`config.mk`:
```
export PLATFORM = sky130hd
export DESIGN_NAME = crp_sll_log2
export DESIGN_NICKNAME = d
export VERILOG_FILES = /design/src/rtl/core/crp_sll_pkg.sv /design/src/rtl/core/crp_sll_log2.sv
export SDC_FILE = /design/constraint.sdc
export NUM_CORES = 2
export LEC_CHECK = 0
export BUFFER_PORTS_ARGS = -buffer_cell sky130_fd_sc_hd__buf_2
export CAP_MARGIN = 20
export CORE_ASPECT_RATIO = 1.4
export CORE_MARGIN = 1
export CORE_UTILIZATION = 40
export DETAILED_ROUTE_END_ITERATION = 10
export GPL_TIMING_DRIVEN = 0
export PLACE_DENSITY = 0.57
export REMOVE_ABC_BUFFERS = 1
export SYNTH_ARGS = -nofsm -noshare
export SYNTH_HDL_FRONTEND = slang
export SYNTH_SLANG_ARGS = --single-unit
```
`constraint.sdc`:
```
create_clock -name clk -period 8.4 [get_ports clk]
set_input_delay 0.84 -clock clk [delete_from_list [all_inputs] [get_ports clk]]
set_output_delay 0.84 -clock clk [all_outputs]
set_load 0.02 [all_outputs]
```
`src/rtl/core/crp_sll_pkg.sv`:
```
`default_nettype none

package crp_sll_pkg;

    localparam int SPEAKERS_DEF   = 256;
    localparam int COUNT_BITS_DEF = 16;

    localparam int FRAC_BITS = 16;
    localparam int M_W       = 31;
    localparam int SQ_ITERS  = 16;
    localparam int TERM_W    = 32;
    localparam int SUM_W     = 48;

    localparam logic [31:0]       ALPHA_RESET = 32'd65536;
    localparam logic [31:0]       LN2_Q32     = 32'd2977044472;
    localparam logic [TERM_W-1:0] TERM_MIN    = 32'h8000_0000;
    localparam logic [SUM_W-1:0]  SUM_MIN     = 48'h8000_0000_0000;

    // Control of the count memory.
    typedef struct packed {
        logic rd_en;
        logic wr_en;
        logic clear;
    } mem_ctrl_t;

    // Remainder of an 8-bit id by n, by eight compare-and-subtract steps.
    function automatic logic [7:0] fold_id(input logic [7:0] id, input logic [12:0] n);
        logic [19:0] v;
        logic [19:0] d;
        v = 20'(id);
        for (int k = 7; k >= 0; k--)
        begin
            d = 20'(n) << k;
            if (v >= d)
            begin
                v = v - d;
            end
        end
        return v[7:0];
    endfunction

endpackage

`default_nettype wire

```
`src/rtl/core/crp_sll_log2.sv`:
```
`default_nettype none

// Shared log2 unit. A binary search normalizes the operand, one step per cycle,
// and then sixteen square-and-compare iterations produce the fraction bits.
module crp_sll_log2 #(
    parameter  int X_W = 41,
    localparam int P_W = $clog2(X_W),
    localparam int K_W = $clog2(P_W)
) (
    input  wire logic                                clk,
    input  wire logic                                rst_n,
    input  wire logic                                start,
    input  wire logic [X_W-1:0]                      x,
    output logic                                     done,
    output logic [P_W-1:0]                           expo,
    output logic [crp_sll_pkg::FRAC_BITS-1:0]        frac
);

    localparam int IT_W = $clog2(crp_sll_pkg::SQ_ITERS);
    localparam int M_W  = crp_sll_pkg::M_W;
    localparam int F_W  = crp_sll_pkg::FRAC_BITS;

    localparam logic [1:0] L_IDLE = 2'd0;
    localparam logic [1:0] L_NORM = 2'd1;
    localparam logic [1:0] L_SQ   = 2'd2;

    logic [1:0]      state_reg;
    logic [K_W-1:0]  k_reg;
    logic [IT_W-1:0] it_reg;
    logic            done_reg;
    logic [X_W-1:0]  norm_reg;
    logic [P_W-1:0]  expo_reg;
    logic [M_W-1:0]  m_reg;
    logic [F_W-1:0]  frac_reg;

    logic [P_W-1:0]  shamt;
    logic [P_W:0]    keep;
    logic            top_zero;
    logic [X_W-1:0]  norm_sh;
    logic [P_W-1:0]  expo_sh;
    logic [61:0]     sq;
    logic [31:0]     sq_top;

    // The top shamt bits are tested; if they are all zero the word moves up.
    assign shamt    = P_W'(1) << k_reg;
    assign keep     = (P_W + 1)'(X_W) - (P_W + 1)'(shamt);
    assign top_zero = ((norm_reg >> keep) == '0);
    assign norm_sh  = top_zero ? (norm_reg << shamt) : norm_reg;
    assign expo_sh  = top_zero ? (expo_reg - shamt) : expo_reg;

    assign sq     = 62'(m_reg) * 62'(m_reg);
    assign sq_top = sq[61:30];

    always_ff @(posedge clk or negedge rst_n)
    begin
        if (!rst_n)
        begin
            state_reg <= L_IDLE;
            k_reg     <= '0;
            it_reg    <= '0;
            done_reg  <= 1'b0;
        end
        else
        begin
            done_reg <= 1'b0;
            unique case (state_reg)
                L_IDLE:
                begin
                    if (start)
                    begin
                        state_reg <= L_NORM;
                        k_reg     <= K_W'(P_W - 1);
                    end
                end
                L_NORM:
                begin
                    if (k_reg == '0)
                    begin
                        state_reg <= L_SQ;
                        it_reg    <= '0;
                    end
                    else
                    begin
                        k_reg <= k_reg - 1'b1;
                    end
                end
                L_SQ:
                begin
                    it_reg <= it_reg + 1'b1;
                    if (it_reg == IT_W'(crp_sll_pkg::SQ_ITERS - 1))
                    begin
                        state_reg <= L_IDLE;
                        done_reg  <= 1'b1;
                    end
                end
                default:
                begin
                    state_reg <= L_IDLE;
                end
            endcase
        end
    end

    always_ff @(posedge clk)
    begin
        if (state_reg == L_IDLE && start)
        begin
            norm_reg <= x;
            expo_reg <= P_W'(X_W - 1);
            frac_reg <= '0;
        end
        else if (state_reg == L_NORM)
        begin
            norm_reg <= norm_sh;
            expo_reg <= expo_sh;
            m_reg    <= norm_sh[X_W-1 -: M_W];
        end
        else if (state_reg == L_SQ)
        begin
            if (sq_top[31])
            begin
                frac_reg <= {frac_reg[F_W-2:0], 1'b1};
                m_reg    <= sq_top[31:1];
            end
            else
            begin
                frac_reg <= {frac_reg[F_W-2:0], 1'b0};
                m_reg    <= sq_top[30:0];
            end
        end
    end

    assign done = done_reg;
    assign expo = expo_reg;
    assign frac = frac_reg;

endmodule

`default_nettype wire

```
* Word-level counts from Yosys, hierarchy flattened
Index checks and enable logic that the tools add are counted.
Word-level totals: output and inout bits 23, flip-flop bits (word level) 104, logic and storage cells 59
Cells by class: multiplexer cells 18, $add $sub $neg 4, reduce and logical (&&, ||, !) cells 15, bitwise gates (word level) 2, eq/ne operators 7, multipliers 1, shifts and indexed selects 3
Operator list (count):
- $mux W41 | 3
- $mux W31 | 3
- $mul A31 B31 Y62 | 1
- $logic_not A41 Y1 | 1
- $shl A41 B6 Y41 | 1
- $shr A41 B7 Y41 | 1
- $reduce_and A2 Y1 | 5
- $ne A2 B2 Y1 const B | 4
- $pmux W4 S2 | 1
- $reduce_bool A2 Y1 | 4
- $sub A6 B6 Y7 const A | 1
- $mux W2 | 3
- $mux W3 | 2
- $pmux W2 S3 | 1
- $pmux W3 S2 | 1
- $reduce_and A3 Y1 | 2
- $shl A1 B3 Y6 const A | 1
- $sub A6 B6 Y6 | 1
- $add A4 B1 Y4 const B | 1
- $eq A4 B4 Y1 const B | 1
- $mux W4 | 1
- $logic_not A3 Y1 | 1
- $mux W1 | 3
- $sub A3 B1 Y3 const B | 1
- 5 further kinds | 6

* Longest topological paths before layout
word-level depth 7, depth in mapped cells 32, depth with buffers taken out 27

* Worst setup path after synthesis
No wires, ideal clock.
path type register -> register, start point register m_reg[9], end point register m_reg[18], data pin, cell stages (with the launch flop) 30, library setup time 0.260 ns, required time 8.140 ns, data arrival time 7.717 ns, slack 0.423 ns, clock period less this slack 7.977 ns, cell sequence edfxtp_1 > clkbuf_1 > clkbuf_1 > nand2_1 > fa_1 > fa_1 > inv_1 > fa_1 > inv_1 > fa_1 > inv_1 > fa_1 > fa_1 > fa_1 > inv_1 > fa_1 > inv_1 > ha_1 > clkbuf_1 > a21oi_1 > a21oi_1 > a211oi_1 > o21ai_0 > or3_1 > o21ai_2 > o41ai_2 > or2_1 > buf_2 > o21a_1 > mux2_2
Between the ends: longest elaborated chain between the ends 4
RTL lines:
- start: declaration | line crp_sll_log2.sv:33 | logic [M_W-1:0] m_reg;
- start signal: assignment | line crp_sll_log2.sv:116 | m_reg <= norm_sh[X_W-1 -: M_W];
- start signal: assignment | line crp_sll_log2.sv:123 | m_reg <= sq_top[31:1];
- start signal: assignment | line crp_sll_log2.sv:128 | m_reg <= sq_top[30:0];
- $mul A31 B31 Y62 | line crp_sll_log2.sv:51 | assign sq = 62'(m_reg) * 62'(m_reg);
- $mux W31 | line crp_sll_log2.sv:120 | if (sq_top[31])
- $mux W31 | line crp_sll_log2.sv:118 | else if (state_reg == L_SQ)
- $mux W31 | line crp_sll_log2.sv:112 | else if (state_reg == L_NORM)
No other way between the ends. The select of a mux whose other input is x is not followed. A chain may end at the register's enable or synchronous reset.

* Final worst setup path
start point register m_reg[20], end point register m_reg[6], data pin
Same word-level chain as after synthesis.

==> results.env <==
TIMING.CRITICAL_PATH.MODE_CELL='sky130_fd_sc_hd__fa_1'
MAX_STAGE_DELAY_PS=590
PATH_CLK_SLEW_PS=80
MAXCAPVIOLATIONS=0
CLOCK-SKEW-FINAL_PS=12.1
SEQUENTIAL_CELL_AREA_FRACTION_IN_THE_YOSYS_REPORT=0.0809
GRT_START_MAX_NET_PINS=55
SYN-CELL-AREA_UM2=35300
SYNTH_WARNINGS=0
CRITPATHSLOWESTCELL='sky130_fd_sc_hd__fa_1'
POST_ROUTE_CELLS_DRIVE_ABOVE_1_SHARE=0.0986
SYNTHESIZED_INSTANCE_COUNT=3888
CTS_TREE='yes'
SEQUENTIAL_CELL_AREA_UM2=2850
SYNTHTOPCELLSBYCOUNT='sky130_fd_sc_hd__inv_1, sky130_fd_sc_hd__fa_1, sky130_fd_sc_hd__nand2_1'
TOTAL_WIRELENGTH_OF_THE_DETAILED_ROUTED_DESIGN_UM=102000
ANTENNA_FOUND_INITIAL=2
GRT_USE_TOTAL=0.237
DRCVIOLATIONCOUNT=0
ANTENNA_CELLS=0
MOST_USED_STANDARD_CELL_BY_INSTANCE_COUNT_AFTER_SYNTHESIS='sky130_fd_sc_hd__inv_1'
CTS_HOLD_REPAIR.BUFFERS=0
CTS.SINK_COUNT=104
FIRST_GLOBAL_VIAS=29200
WORST_PIN_SLEW_PS=1130
SYNTH_TOP_CELLS_BY_AREA='sky130_fd_sc_hd__fa_1, sky130_fd_sc_hd__ha_1, sky130_fd_sc_hd__inv_1'
DETAIL_ROUTE.FIRST_PASS.ITERATIONS=5
HTREEDEPTH=3
CRIT_PATH_CATEGORY='reg -> reg'
POST_DRT_VIA_CELL_RATIO=5.22
CRITICAL_PATH.REG2REG.ENDPOINT='m_reg[6]$_DFFE_PP_'
HOLD_VIOL_FINAL=0
DP.CELLS=5004
PORT_BUFFERS=66
STARTING_UTILIZATION_OF_THE_CORE_AREA=0.405
AREA_OF_THE_MULTI_INPUT_GATES_UM2=28600
ROUTED_WIRE_LENGTH_PER_INSTANCE_UM=19.9
SYNTH-ASYNC-RESET-RATIO=0.0962
ROOT_BUFFER='sky130_fd_sc_hd__clkbuf_16'
TIMING.REG2REG.WORST_PATH_DEPTH=27
DIEAREA_UM2=89400
TIMING.CRITICAL_PATH.FANOUT_MAX=17
CRITICAL_PATH_END_TYPE='flop'
MAX_CLOCK_FREQ_MHz=121
IOS=67
FIRST_ITER_VIOLATIONS=1678
YOSYS_MOST_USED_DFF='sky130_fd_sc_hd__edfxtp_1'
WORSTSETUPSTARTPOINTTYPE='flop'
TRITONCTS.NUM_BUFFERS=9
SYN_AREA_PER_CELL_UM2=9.07
CP.BUFFERS_INVERTERS=7
VIAS=26700
GP_CONGESTION=0.914
MAX_SLEW_MARGIN=0.249
INSTANCES_NO_FILL=5114
GLOBALROUTEOVERFLOWTOTAL=0
CRITICAL_PATH_REQUIRED_PS=8510
CRITICAL_PATH.TOP_DELAY_FAMILY='adder cells'
FINAL_ANTENNA_NET_COUNT=0
ROWS=128
RUN_STATUS='finished, final reports clean'
WORSTSKEWPAIRLATENCY_PS=370
MAX-CLOCK-PATH-BUFFERS=2
HPWL_UM=83700
LARGEST_REGISTER_FFS=41
FINAL_PERIOD_MINUS_WORST_SETUP_SLACK_PS=8240
PERIOD_SHARE=0.981
SLEW_VIOLATIONS=0
GRT_PASS1_WL_UM=163000
FILLCELLCOUNT=8520
REGISTER_TO_REGISTER_PATH_SETUP_SLACK_PS=160
SYNTH.LIB_CELLS_USED.DISTINCT=86
FIN_NETS=5017
FINAL-SETUP-VIOL-COUNT=0
DIE_X_UM=253
CP.ARRIVAL_PS=8350
GRT_SETUP_UNREPAIRED='true'
FP.DIEH_UM=353
YOSYS_REG_BITS=104
YOSYS.AREA.TOP_TYPE_SHARE=0.424
AREA_GROWTH_FROM_SYNTHESIS_TO_LAYOUT_PCT=11.9
TIMING.HOLD.WORST.CLASS='in -> async'
SYNTH_LARGEST_AREA_CELL='sky130_fd_sc_hd__fa_1'
CORE_UM2=87100
WORST_R2R_STARTPOINT='m_reg[20]$_DFFE_PP_'
SYNTH-EDFF-COUNT=72
logic make-up (layout without fill, tap and decap cells):
family          Yosys count  after routing  share of synthesized area
compound gates          470            470                     0.0899
xor+xnor                 58             58                     0.0144
fa+ha+maj              1034           1034                      0.526
buf+inv                1121           1177                      0.121
flops                   104            104                     0.0809
mux                     131            131                     0.0407
simple gates            970            970                      0.127
area by class of cell:
class	count	share of cell area
Sequential cell	104	0.0723
Multi-Input combinational cell	2663	0.725
Clock buffer	12	0.00704
Timing Repair Buffer	218	0.0676
Tap cell	1170	0.0371
Inverter	943	0.0905
Clock inverter	4	0.000792
layer usage:
layer | global-route usage | wire length, um | up-vias
li1 | - | - | 12100
met3 | 0.0171 | 3940 | 213
met4 | 0.0880 | 4990 | 0
met1 | 0.276 | 37900 | 13700
met5 | 0 | 0 | -
met2 | 0.447 | 55100 | 689
metrics by stage:
stage | hold slack, ps | util | TNS, ps | instance area (um^2) | setup slack, ps
5_1_grt | 334 | 0.453 | -320 | 39500 | -96.0
2_1_floorplan | 486 | - | -6230 | 34600 | -362
6_report | 322 | 0.453 | 0 | 39500 | 160
3_3_place_gp | 475 | 0.417 | -96670 | 36300 | -3510
3_5_place_dp | 483 | 0.435 | -36940 | 37900 | -1390
4_1_cts | 325 | 0.445 | 0 | 38800 | 5.99
what timing repair did:
item | CTS | global route
buffers inserted | 51 | 40
cloned | 0 | 2
endpoints found under the setup margin | 32 | 32
gates resized for setup | 33 | 92
pin swaps | 11 | 70
how the worst max path moves through the flow:
| stage | from | end | slack (ps) | cells after the start |
|---|---|---|---|---|
| finish | m_reg[20]$_DFFE_PP_ | m_reg[6]$_DFFE_PP_ | 160 | 27 |
| global route | m_reg[12]$_DFFE_PP_ | m_reg[26]$_DFFE_PP_ | -100 | 29 |
| CTS | m_reg[12]$_DFFE_PP_ | m_reg[30]$_DFFE_PP_ | 6 | 28 |
| detailed placement | m_reg[8]$_DFFE_PP_ | m_reg[4]$_DFFE_PP_ | -1390 | 25 |
| global placement | m_reg[8]$_DFFE_PP_ | m_reg[0]$_DFFE_PP_ | -3510 | 23 |
| floorplan | m_reg[15]$_DFFE_PP_ | m_reg[8]$_DFFE_PP_ | -360 | 23 |
placed cells by master (no fill, tap or decap), drive strengths merged, types with 20 or more instances in the layout:
cell	Yosys	layout
nand2	431	431
a211oi	27	27
xor2	22	22
nor2b	20	20
dfxtp	22	22
inv	940	935
a21oi	124	124
buf	41	209
mux2i	103	103
xnor2	36	36
o21ai	95	95
nand3	30	30
ha	286	286
fa	748	748
a21o	28	28
clkbuf	137	21
and2	200	200
mux2	20	20
nor2	190	190
edfxtp	72	72
Power is left out: the tool's default activity adds up to more than one toggle a clock period on the data nets, which glitch-free logic cannot reach.
